## config.mk

```make
export PLATFORM = sky130hd
export DESIGN_NAME = direct_linear_convolution_flat
export DESIGN_NICKNAME = d
export VERILOG_FILES = /design/src/hw/rtl/dlc_pkg.sv /design/src/hw/rtl/dlc_if.sv /design/src/hw/rtl/direct_linear_convolution.sv /design/src/hw/rtl/dlc_ctrl.sv /design/src/hw/rtl/dlc_datapath.sv /design/src/flat_wrapper.sv
export SDC_FILE = /design/constraint.sdc
export NUM_CORES = 2
export LEC_CHECK = 0
export ABC_AREA = 0
export BUFFER_PORTS_ARGS = -buffer_cell sky130_fd_sc_hd__buf_2
export CORE_ASPECT_RATIO = 1.5
export CORE_MARGIN = 5
export CORE_UTILIZATION = 50
export CTS_CLUSTER_DIAMETER = 60
export DETAILED_ROUTE_END_ITERATION = 16
export GPL_TIMING_DRIVEN = 0
export PLACE_DENSITY = 0.7
export SETUP_SLACK_MARGIN = 0.05
export SYNTH_ARGS = -nofsm -noshare
export SYNTH_HDL_FRONTEND = slang
export SYNTH_SLANG_ARGS = --single-unit
```

## constraint.sdc

```tcl
create_clock -name clk -period 10.09 [get_ports clk]
set_clock_uncertainty 0.15 [all_clocks]
set_input_delay 0.5045 -clock clk [delete_from_list [all_inputs] [get_ports clk]]
set_output_delay 0.5045 -clock clk [all_outputs]
set_load 0.01 [all_outputs]
```

## src/hw/rtl/dlc_pkg.sv

```systemverilog
// dlc_pkg: shared types for the direct linear convolution block.
// Field types, action codes, controller/datapath command and status.
// No dependencies.
`timescale 1ns / 1ps

package dlc_pkg;

  typedef enum logic [1:0] {
    ACT_LOAD  = 2'd0,
    ACT_PUSH  = 2'd1,
    ACT_FLUSH = 2'd2,
    ACT_NONE  = 2'd3
  } action_t;

  typedef logic [4:0]         tap_index_t;
  typedef logic [5:0]         tap_count_t;
  typedef logic signed [15:0] sample_t;
  typedef logic signed [31:0] product_t;
  typedef logic signed [39:0] acc_t;

  typedef struct packed {
    logic take;
    logic load_tap;
    logic issue;
    logic finish;
  } dlc_cmd_t;

  typedef struct packed {
    logic last_issue;
    logic acc_done;
    logic out_free;
  } dlc_stat_t;

endpackage

```

## src/hw/rtl/dlc_if.sv

```systemverilog
// dlc_item_if and dlc_result_if: valid/ready channels of the convolution block.
// Depends on dlc_pkg.
`timescale 1ns / 1ps

interface dlc_item_if import dlc_pkg::*; ();
  logic       valid;
  logic       ready;
  action_t    action;
  tap_index_t tap_index;
  sample_t    value;
  logic       first_of_signal;

  modport source (output valid, action, tap_index, value, first_of_signal, input ready);
  modport sink   (input valid, action, tap_index, value, first_of_signal, output ready);
endinterface

interface dlc_result_if import dlc_pkg::*; ();
  logic valid;
  logic ready;
  acc_t out_value;

  modport source (output valid, out_value, input ready);
  modport sink   (input valid, out_value, output ready);
endinterface

```

## src/hw/rtl/direct_linear_convolution.sv

```systemverilog
// direct_linear_convolution: top level, sequential FIR convolution block.
// Instantiates dlc_ctrl and dlc_datapath. Depends on dlc_pkg, dlc_if.
//
//   channel  kind          handshake        payload
//   items    item input    valid/ready      action, tap_index, value, first_of_signal
//   results  result out    valid/ready      out_value
//   cfg      register wr   cfg_we           cfg_wdata (tap_count)
//
// A push or flush sums over T taps, T the effective tap count: one shared
// multiply-accumulate unit walks the kernel one tap per cycle behind a
// registered memory read and a registered product. A load or unused code is handled in idle.
// Reset clears control, history valid bits and sets tap_count to 1.
// A finished sum waits in the output register; the next item is taken meanwhile.
`timescale 1ns / 1ps

module direct_linear_convolution import dlc_pkg::*; #(
  parameter int MAX_TAPS = 32
) (
  input  logic             clk,
  input  logic             rst,
  dlc_item_if.sink         items,
  dlc_result_if.source     results,
  input  logic             cfg_we,
  input  tap_count_t       cfg_wdata
);

  dlc_cmd_t  cmd;
  dlc_stat_t stat;

  dlc_ctrl u_ctrl (
    .clk        (clk),
    .rst        (rst),
    .item_valid (items.valid),
    .item_ready (items.ready),
    .action     (items.action),
    .stat       (stat),
    .cmd        (cmd)
  );

  dlc_datapath #(
    .MAX_TAPS (MAX_TAPS)
  ) u_datapath (
    .clk             (clk),
    .rst             (rst),
    .cmd             (cmd),
    .stat            (stat),
    .cfg_we          (cfg_we),
    .cfg_wdata       (cfg_wdata),
    .action          (items.action),
    .tap_index       (items.tap_index),
    .value           (items.value),
    .first_of_signal (items.first_of_signal),
    .out_valid       (results.valid),
    .out_ready       (results.ready),
    .out_value       (results.out_value)
  );

endmodule

```

## src/hw/rtl/dlc_ctrl.sv

```systemverilog
// dlc_ctrl: sequencing state machine of the convolution block.
// Drives datapath commands from item transfers and datapath status. Depends on dlc_pkg.
`timescale 1ns / 1ps

module dlc_ctrl import dlc_pkg::*; (
  input  logic      clk,
  input  logic      rst,
  input  logic      item_valid,
  output logic      item_ready,
  input  action_t   action,
  input  dlc_stat_t stat,
  output dlc_cmd_t  cmd
);

  typedef enum logic [3:0] {
    ST_IDLE   = 4'b0001,
    ST_RUN    = 4'b0010,
    ST_DRAIN  = 4'b0100,
    ST_FINISH = 4'b1000
  } state_t;

  state_t state, state_next;

  always_ff @(posedge clk) begin
    if (rst) begin
      state <= ST_IDLE;
    end else begin
      state <= state_next;
    end
  end

  always_comb begin
    state_next = state;
    cmd        = '0;
    item_ready = 1'b0;
    unique case (state)
      ST_IDLE: begin
        item_ready = 1'b1;
        if (item_valid) begin
          unique case (action)
            ACT_LOAD: begin
              cmd.load_tap = 1'b1;
            end
            ACT_PUSH, ACT_FLUSH: begin
              cmd.take   = 1'b1;
              state_next = ST_RUN;
            end
            default: begin
            end
          endcase
        end
      end
      ST_RUN: begin
        cmd.issue = 1'b1;
        if (stat.last_issue) begin
          state_next = ST_DRAIN;
        end
      end
      ST_DRAIN: begin
        if (stat.acc_done) begin
          state_next = ST_FINISH;
        end
      end
      ST_FINISH: begin
        if (stat.out_free) begin
          cmd.finish = 1'b1;
          state_next = ST_IDLE;
        end
      end
      default: begin
        state_next = ST_IDLE;
      end
    endcase
  end

endmodule

```

## src/hw/rtl/dlc_datapath.sv

```systemverilog
// dlc_datapath: kernel and history memories, tap counter, multiply-accumulate
// pipeline and output register. Commanded by dlc_ctrl. Depends on dlc_pkg.
`timescale 1ns / 1ps

module dlc_datapath import dlc_pkg::*; #(
  parameter int MAX_TAPS = 32
) (
  input  logic       clk,
  input  logic       rst,
  input  dlc_cmd_t   cmd,
  output dlc_stat_t  stat,
  input  logic       cfg_we,
  input  tap_count_t cfg_wdata,
  input  action_t    action,
  input  tap_index_t tap_index,
  input  sample_t    value,
  input  logic       first_of_signal,
  output logic       out_valid,
  input  logic       out_ready,
  output acc_t       out_value
);

  localparam int AW = $clog2(MAX_TAPS);
  localparam int RD = 1 << AW;
  localparam int CW = $clog2(MAX_TAPS + 1);

  tap_count_t      tap_count;
  sample_t         kmem [MAX_TAPS];
  sample_t         hmem [RD];
  logic [RD-1:0]   hvalid;
  logic [AW-1:0]   wp;
  logic [AW-1:0]   m;
  logic [AW-1:0]   raddr;
  logic [CW-1:0]   taps_eff;
  sample_t         x;

  logic            s1_v, s1_first, s1_last, s1_hv;
  sample_t         s1_k, s1_h;
  sample_t         samp;
  logic            s2_v, s2_first, s2_last;
  product_t        prod;
  acc_t            acc;
  logic            acc_done;

  always_comb begin
    priority if (tap_count == '0) begin
      taps_eff = CW'(1);
    end else if (32'(tap_count) > MAX_TAPS) begin
      taps_eff = CW'(MAX_TAPS);
    end else begin
      taps_eff = CW'(tap_count);
    end
  end

  assign raddr           = wp - m;
  assign samp            = s1_first ? x : (s1_hv ? s1_h : '0);
  assign stat.last_issue = (CW'(m) == taps_eff - CW'(1));
  assign stat.acc_done   = acc_done;
  assign stat.out_free   = !out_valid || out_ready;

  always_ff @(posedge clk) begin
    if (rst) begin
      tap_count <= tap_count_t'(1);
    end else if (cfg_we) begin
      tap_count <= cfg_wdata;
    end
  end

  always_ff @(posedge clk) begin
    if (cmd.load_tap && (32'(tap_index) < MAX_TAPS)) begin
      kmem[AW'(tap_index)] <= value;
    end
    if (cmd.issue) begin
      s1_k <= kmem[m];
    end
  end

  always_ff @(posedge clk) begin
    if (cmd.finish) begin
      hmem[wp] <= x;
    end
    if (cmd.issue) begin
      s1_h <= hmem[raddr];
    end
  end

  always_ff @(posedge clk) begin
    if (cmd.take) begin
      x <= (action == ACT_FLUSH) ? sample_t'(0) : value;
    end
    if (cmd.issue) begin
      s1_hv    <= hvalid[raddr];
      s1_first <= (m == '0);
      s1_last  <= stat.last_issue;
    end
    s2_first <= s1_first;
    s2_last  <= s1_last;
    prod     <= s1_k * samp;
    if (s2_v) begin
      acc <= (s2_first ? acc_t'(0) : acc) + 40'(prod);
    end
    if (cmd.finish) begin
      out_value <= acc;
    end
  end

  always_ff @(posedge clk) begin
    if (rst) begin
      hvalid    <= '0;
      wp        <= '0;
      m         <= '0;
      s1_v      <= 1'b0;
      s2_v      <= 1'b0;
      acc_done  <= 1'b0;
      out_valid <= 1'b0;
    end else begin
      s1_v     <= cmd.issue;
      s2_v     <= s1_v;
      acc_done <= s2_v && s2_last;
      if (cmd.take) begin
        m <= '0;
        if (first_of_signal) begin
          hvalid <= '0;
        end
      end else if (cmd.issue) begin
        m <= m + AW'(1);
      end
      if (cmd.finish) begin
        hvalid[wp] <= 1'b1;
        wp         <= wp + AW'(1);
        out_valid  <= 1'b1;
      end else if (out_ready) begin
        out_valid <= 1'b0;
      end
    end
  end

endmodule
```

## src/flat_wrapper.sv

```systemverilog
// flat-port wrapper written by rule: the top's interface ports become plain ports
module direct_linear_convolution_flat import dlc_pkg::*;
#(
  parameter int MAX_TAPS = 32
)
  (clk, rst, cfg_we, cfg_wdata, items_valid, items_action, items_tap_index, items_value, items_first_of_signal, items_ready, results_valid, results_out_value, results_ready);
  dlc_item_if items_i ();
  dlc_result_if results_i ();
  input  logic clk;
  input  logic rst;
  input  logic cfg_we;
  input  tap_count_t cfg_wdata;
  input wire logic [$bits(items_i.valid)-1:0] items_valid;
  input wire logic [$bits(items_i.action)-1:0] items_action;
  input wire logic [$bits(items_i.tap_index)-1:0] items_tap_index;
  input wire logic [$bits(items_i.value)-1:0] items_value;
  input wire logic [$bits(items_i.first_of_signal)-1:0] items_first_of_signal;
  output wire logic [$bits(items_i.ready)-1:0] items_ready;
  output wire logic [$bits(results_i.valid)-1:0] results_valid;
  output wire logic [$bits(results_i.out_value)-1:0] results_out_value;
  input wire logic [$bits(results_i.ready)-1:0] results_ready;
  assign items_i.valid = items_valid;
  assign items_i.action = items_action;
  assign items_i.tap_index = items_tap_index;
  assign items_i.value = items_value;
  assign items_i.first_of_signal = items_first_of_signal;
  assign items_ready = items_i.ready;
  assign results_valid = results_i.valid;
  assign results_out_value = results_i.out_value;
  assign results_i.ready = results_ready;
  direct_linear_convolution #(.MAX_TAPS(MAX_TAPS)) u_core (.clk(clk), .rst(rst), .items(items_i), .results(results_i), .cfg_we(cfg_we), .cfg_wdata(cfg_wdata));
endmodule
```

# ---- Yosys cells after proc, flatten, opt, wreduce, memory -nomap -nowiden
# Memories as Yosys holds them, arrays and structs flattened. A register that Yosys moved wholly into a read port is not among the register bits.
# Cells that the tools add are included.
dict set report totals {
  register_bits 189
  mem_bits_rw 1024
  out_inout_bits 42
  memories 2
}
dict set report op_classes {
  add_sub_neg 5
  mul 1
  order_cmp 4
  n_eq_ne 12
  mux 33
  n_bitwise 1
  n_reduce_logical 11
}
# memory depth word_bits read_ports rd_ports_with_merged_regs write_ports line_no
set mem_list {}
lappend mem_list {u_core.u_datapath.hmem 32 16 1 1 1 dlc_datapath.sv:29} ;# sample_t hmem [RD];
lappend mem_list {u_core.u_datapath.kmem 32 16 1 1 1 dlc_datapath.sv:28} ;# sample_t kmem [MAX_TAPS];
# operator n
set op_table {}
lappend op_table {{32-bit two-way mux} 4}
lappend op_table {{40-bit by 32-bit adder with 40-bit output} 1}
lappend op_table {{40-bit two-way mux} 1}
lappend op_table {{16-bit by 16-bit multiplier with 32-bit output} 1}
lappend op_table {{16-bit two-way mux} 2}
lappend op_table {{32-bit bitwise OR} 1}
lappend op_table {{4-bit two-way mux} 5}
lappend op_table {{4-bit case mux with 4 select lines} 1}
lappend op_table {{1-bit two-way mux} 14}
lappend op_table {{5-bit by 6-bit less-than comparator with 1-bit output, second input constant} 2}
lappend op_table {{6-bit two-way mux} 2}
lappend op_table {{5-bit by 1-bit adder with 5-bit output, second input constant} 2}
lappend op_table {{5-bit by 6-bit == test with 1-bit output} 1}
lappend op_table {{6-bit greater-than comparator, second input constant} 1}
lappend op_table {{6-bit zero test} 1}
lappend op_table {{2-bit by 1-bit inequality test with 1-bit output, second input constant} 3}
lappend op_table {{6-bit by 1-bit subtractor with 6-bit output, second input constant} 1}
lappend op_table {{1-bit binary-select mux with 5-bit select} 1}
lappend op_table {{1-bit demux with 5-bit select} 1}
lappend op_table {{5-bit by 1-bit greater-or-equal comparator with 1-bit output, second input constant} 1}
lappend op_table {{5-bit zero test} 1}
lappend op_table {{5-bit AND reduction} 1}
lappend op_table {{5-bit subtractor} 1}
lappend op_table {{4-bit by 1-bit == test with 1-bit output, second input constant} 1}
lappend op_table {{other kinds (13)} 17}

# ---- Longest topological paths before layout
dict set report logic_depth {
  word_depth 9
  depth_mapped 28
}

# ---- Hierarchy
# Synthesis repeated with hierarchy kept, for this count alone.
dict set report unflattened {
  cells_unflattened 3466
  area_unflattened_um2 58745.1
}
# module instances cells_each area_per_inst_um2
set modules_own_cells {}
lappend modules_own_cells {dlc_datapath 1 3430 58446.1}
lappend modules_own_cells {dlc_ctrl 1 36 299.0}

# ---- Worst setup path after synthesis
# Ideal clock, no wire load.
dict set report synth_timing {
  path_kind {register -> register}
  startpoint {reg u_core.u_datapath.s1_first}
  endpoint {reg u_core.u_datapath.prod[30]}
  arrival_time_ns 6.801
  required_time_ns 9.821
  setup_slack_ns 3.019
  path_stages_with_launch 24
  synth_period_minus_slack_ns 7.071
  cell_sequence {edfxtp_1 clkbuf_1 nor2b_1 clkbuf_1 clkbuf_1 a22o_1 clkbuf_1 nand2_1 inv_1 fa_1 fa_1 inv_1 fa_1 fa_1 fa_1 fa_1 inv_1 ha_1 a21o_1 a21o_1 a21o_1 o31a_1 a221o_1 xor2_1}
}
dict set report synth_via {
  elab_chain_cells 2
}
# item line_no
set synth_lines {}
lappend synth_lines {{start, declared} dlc_datapath.sv:37} ;# logic s1_v, s1_first, s1_last, s1_hv;
lappend synth_lines {{start signal, assigned} dlc_datapath.sv:93} ;# s1_first <= (m == '0);
lappend synth_lines {{16-bit two-way mux} dlc_datapath.sv:56} ;# assign samp = s1_first ? x : (s1_hv ? s1_h : '0);
lappend synth_lines {{16-bit by 16-bit multiplier with 32-bit output} dlc_datapath.sv:98} ;# prod <= s1_k * samp;
lappend synth_lines {{end signal, assigned} dlc_datapath.sv:98}
lappend synth_lines {{end, declared} dlc_datapath.sv:41} ;# product_t prod;
# No other way between the ends.
# A chain may end at the register's enable or synchronous reset.

# ---- Worst setup path in the final report
dict set report layout_timing {
  startpoint {reg u_core.u_datapath.s1_first}
  endpoint {reg u_core.u_datapath.prod[31]}
}
# The elaborated chain is that of the path after synthesis.

==> parameters.txt <==
Parameter                              Value

Synthesis
  Number of flops mapped to enable cells by yosys    1,155
  Combinational family with the most area after synthesis    multiplexers
  Mux share of post-synthesis cell area    0.1343
  Top_reg_cell synth    edfxtp_1
  Async set-reset flop share out of synthesis    0
  Post-synthesis cell count    3,477
  Post-synthesis sequential element count    1,245
  Count of yosys warnings during synthesis    0
  Sequential cell area fraction in the yosys report    0.6196
  Basic-gate share of the synthesized area counting and, or, nand and nor cells    0.05614
  Post-synthesis compound-gate area fraction    0.02850
  Net Count, Synth    3,910
  Syn Std Cell Area    58,880 um^2
  Count of different cell masters after synthesis    75
  Mean post-synth cell area    16.93 um^2
  Xor/xnor share of the synthesized area    0.01264
  Synthesized-area fraction occupied by adder cells    0.1182

Floorplanning
  Top Ports    77
  Horizontal extent of the die    290.2 um
  Effective utilization at floorplan    0.5026
  Area of the core    117,200 um^2
  Placement Rows    154
  Floorplan die area    124,900 um^2
  Die height    430.3 um

GRT
  First-pass GRT wire length    206.2 mm
  Number of antenna violations at the first check in global routing    3
  Number of global-route vias before repair    32,980
  Total track usage    0.2194
  Final global-route overflow total    0
  Pin count of the biggest net entering global routing    48

Finish
  Final net count    4,174
  Share of final-layout standard cells stronger than drive strength 1    0.2013
  Layout filler cell count    9,057
  Reg area    36,490 um^2
  Area of combinational cells with multiple inputs    20,780 um^2
  Post-layout util    0.5647
  Fin cells    5,397
  Growth of design area from synthesis to finish    12.35%

Detailed routing
  Detailed-route via count    31,050
  Final WL    136.0 mm
  Vias per std cell    5.754
  Pre-antenna DRT Iters    5
  Final antenna-violating net count    0
  Number of DRC violations after detailed routing    0
  Mean routed wirelength per cell    25.21 um
  DR iter-0 viols    2,599

Status
  Status    finished clean

CTS
  Clock-pin slew on the worst setup and hold paths    0.07 ns
  TritonCTS clock tree    built
  Number of buffers between clock root and the deepest sink    3
  TritonCTS sink count    1,245
  Root Driver    clkbuf_16
  TritonCTS buffer count    111
  CTS HTree Levels    3
  Latest clock arrival within the worst-skew pair    0.73 ns

Critical path
  Capturing point of the worst reg2reg path    u_core.u_datapath.prod[31]
  Cell with the largest stage delay on the worst path    fa_1
  Worst r2r path cells    25
  Data required time at the worst endpoint    10.43 ns
  Crit path largest cell delay    0.69 ns
  CP startpoint    u_core.u_datapath.s1_first
  Most used cell along the critical path    fa_1
  Critical path endpoint    u_core.u_datapath.prod[31]
  Endpoint type of the worst setup path    register
  Start-to-end type of the worst setup path    register to register
  Launching point of the worst reg2reg path    u_core.u_datapath.s1_first
  Register-to-Register Setup Slack    1.11 ns
  Critical path launch point type    register
  Arrival time of data at the critical path endpoint    9.32 ns
  Maximum fanout along the worst path    10

Power and ir drop
  Design Power    12,800 uW
  VDD IR-drop max    0.0001641 V
  Cell Pwr Density    193.5 nW/um^2
  Leak Pwr    0.02303 uW

Timing
  Total count of hold-check failures in the final report    0
  Setup-violating endpoint count in the final report    0
  Fmax    111.3 MHz
  Worst Max-Slew Pin Slew    1.306 ns
  Final Cycle Share    0.8903
  Total negative slack for setup checks    0 ns
  Final min period    8.983 ns
  Unrepaired setup endpoints after global routing    false
  Max-slew headroom    0.1291
  Max-slew violations    0

Hold path
  Worst min-delay path class    input port to register

Placed design
  Detailed Place HPWL    98.62 mm
  Gp weighted congestion    0.8601
  Number of cells after detailed placement    5,180
  Port buffer count    74

Run
  Max-capacitance violation count    0
## per-stage QoR
step	setup slack [ns]	hold slack, ns	area (um^2)
floorplan	3.019	0.1733	58880
global placement	1.258	0.1779	61200
detailed placement	1.160	0.1866	62370
CTS	1.134	0.06102	66150
global route	0.5900	0.1248	66150
finish	1.107	0.1175	66150
## cells in the final DEF (no fill, tap or decap), drive strengths merged, types with 7 or more instances in the layout
cell type,count
o21ai,29
clkinv,37
dlygate4sd3,8
and3,13
a21o,33
ha,134
nand3,19
o21a,10
mux4,330
nor3,25
a21oi,89
nand4,13
and2,87
o21bai,12
buf,193
clkbuf,246
nor2,161
xor2,18
edfxtp,1155
a22o,13
dfxtp,90
fa,264
nand3b,7
nand2b,20
bufinv,10
mux2i,8
nor2b,118
nand2,158
inv,332
a31oi,11
mux2,35
xnor2,67
or2,14
## what timing repair did
item | 4_1_cts | 5_1_grt
endpoints found under the hold margin | 8 | 0
setup buffers | 0 | 0
resized for setup | 0 | 0
hold buffers | 8 | 0
## cells in the mapped netlist (all sizes together) (67+ instances only)
cell type	instances	area [um^2]
fa	264	5285
xnor2	67	586.8
and2	87	544.3
edfxtp	1155	34680
nand2	158	593.1
ha	134	1677
mux4	330	7432
a21oi	89	445.4
inv	327	1227
nor2	161	604.3
nor2b	118	738.2
dfxtp	90	1802
clkbuf	93	349.1
## worst max-delay path, delay by kind of cell (launching register included)
kind | cells | cell delay, ns
buffers and inverters | 7 | 2.07
muxes | 1 | 0.17
and+or+nand+nor | 5 | 0.74
DFF | 1 | 0.51
AOI/OAI and AO/OA | 5 | 1.41
adders and majority gates | 7 | 3.65
## how the worst min path moves through the flow
stage	startpoint	end	slack, ns	depth (start not counted)
after detailed placement	u_core.u_datapath.s1_last	u_core.u_datapath.s2_last	0.19	0
after global routing	cfg_we	u_core.u_datapath.tap_count[4]	0.12	3
after floorplan	u_core.u_datapath.s1_last	u_core.u_datapath.s2_last	0.17	0
after CTS	cfg_we	u_core.u_datapath.tap_count[4]	0.06	3
after global placement	u_core.u_datapath.s1_last	u_core.u_datapath.s2_last	0.18	0
final	cfg_we	u_core.u_datapath.tap_count[4]	0.12	3
## cells by family after synthesis
group                      Yosys count
AOI/OAI and AO/OA                  251
DFF                               1245
xor gates and xnor gates            85
and+or+nand+nor                    655
adders and majority gates          398
buffers and inverters              470
muxes                              373
## flip-flops by register name, indices dropped and copies added (netlist names), 4 cells and up
| signal | cells |
|---|---|
| u_core.u_ctrl.state | 4 |
| u_core.u_datapath.acc | 40 |
| u_core.u_datapath.hmem | 512 |
| u_core.u_datapath.hvalid | 32 |
| u_core.u_datapath.kmem | 512 |
| u_core.u_datapath.m | 5 |
| u_core.u_datapath.out_value | 40 |
| u_core.u_datapath.prod | 32 |
| u_core.u_datapath.s1_h | 16 |
| u_core.u_datapath.s1_k | 16 |
| u_core.u_datapath.tap_count | 6 |
| u_core.u_datapath.wp | 5 |
| u_core.u_datapath.x | 16 |
## final cells by class
cell class | count | area share
sequential | 1245 | 0.5516
clock buffer | 153 | 0.04623
inverter | 327 | 0.01856
multi-input combinational | 1762 | 0.3142
buffer | 143 | 0.008644
clock inverter | 54 | 0.009590
antenna | 2 | 0.00007566
timing repair buffer | 151 | 0.02166
tap | 1560 | 0.02951
## power by group
part	switching [uW]	internal [uW]	leakage [uW]	total, uW
Sequential	81.6	5780	0.0111	5860
Combinational	1550	1120	0.0101	2670
Clock	1880	2390	0.00179	4270
Total	3510	9290	0.0230	12800
## routing by layer
metal | GRT usage | vias to the layer above | wire length [um]
met3 | 0.03483 | 288 | 7946
met1 | 0.2578 | 16140 | 48570
met4 | 0.09248 | 2 | 6677
met5 | 0 | - | 13
li1 | - | 13470 | -
met2 | 0.4015 | 1153 | 72850
(Power assumes the default switching activity.)
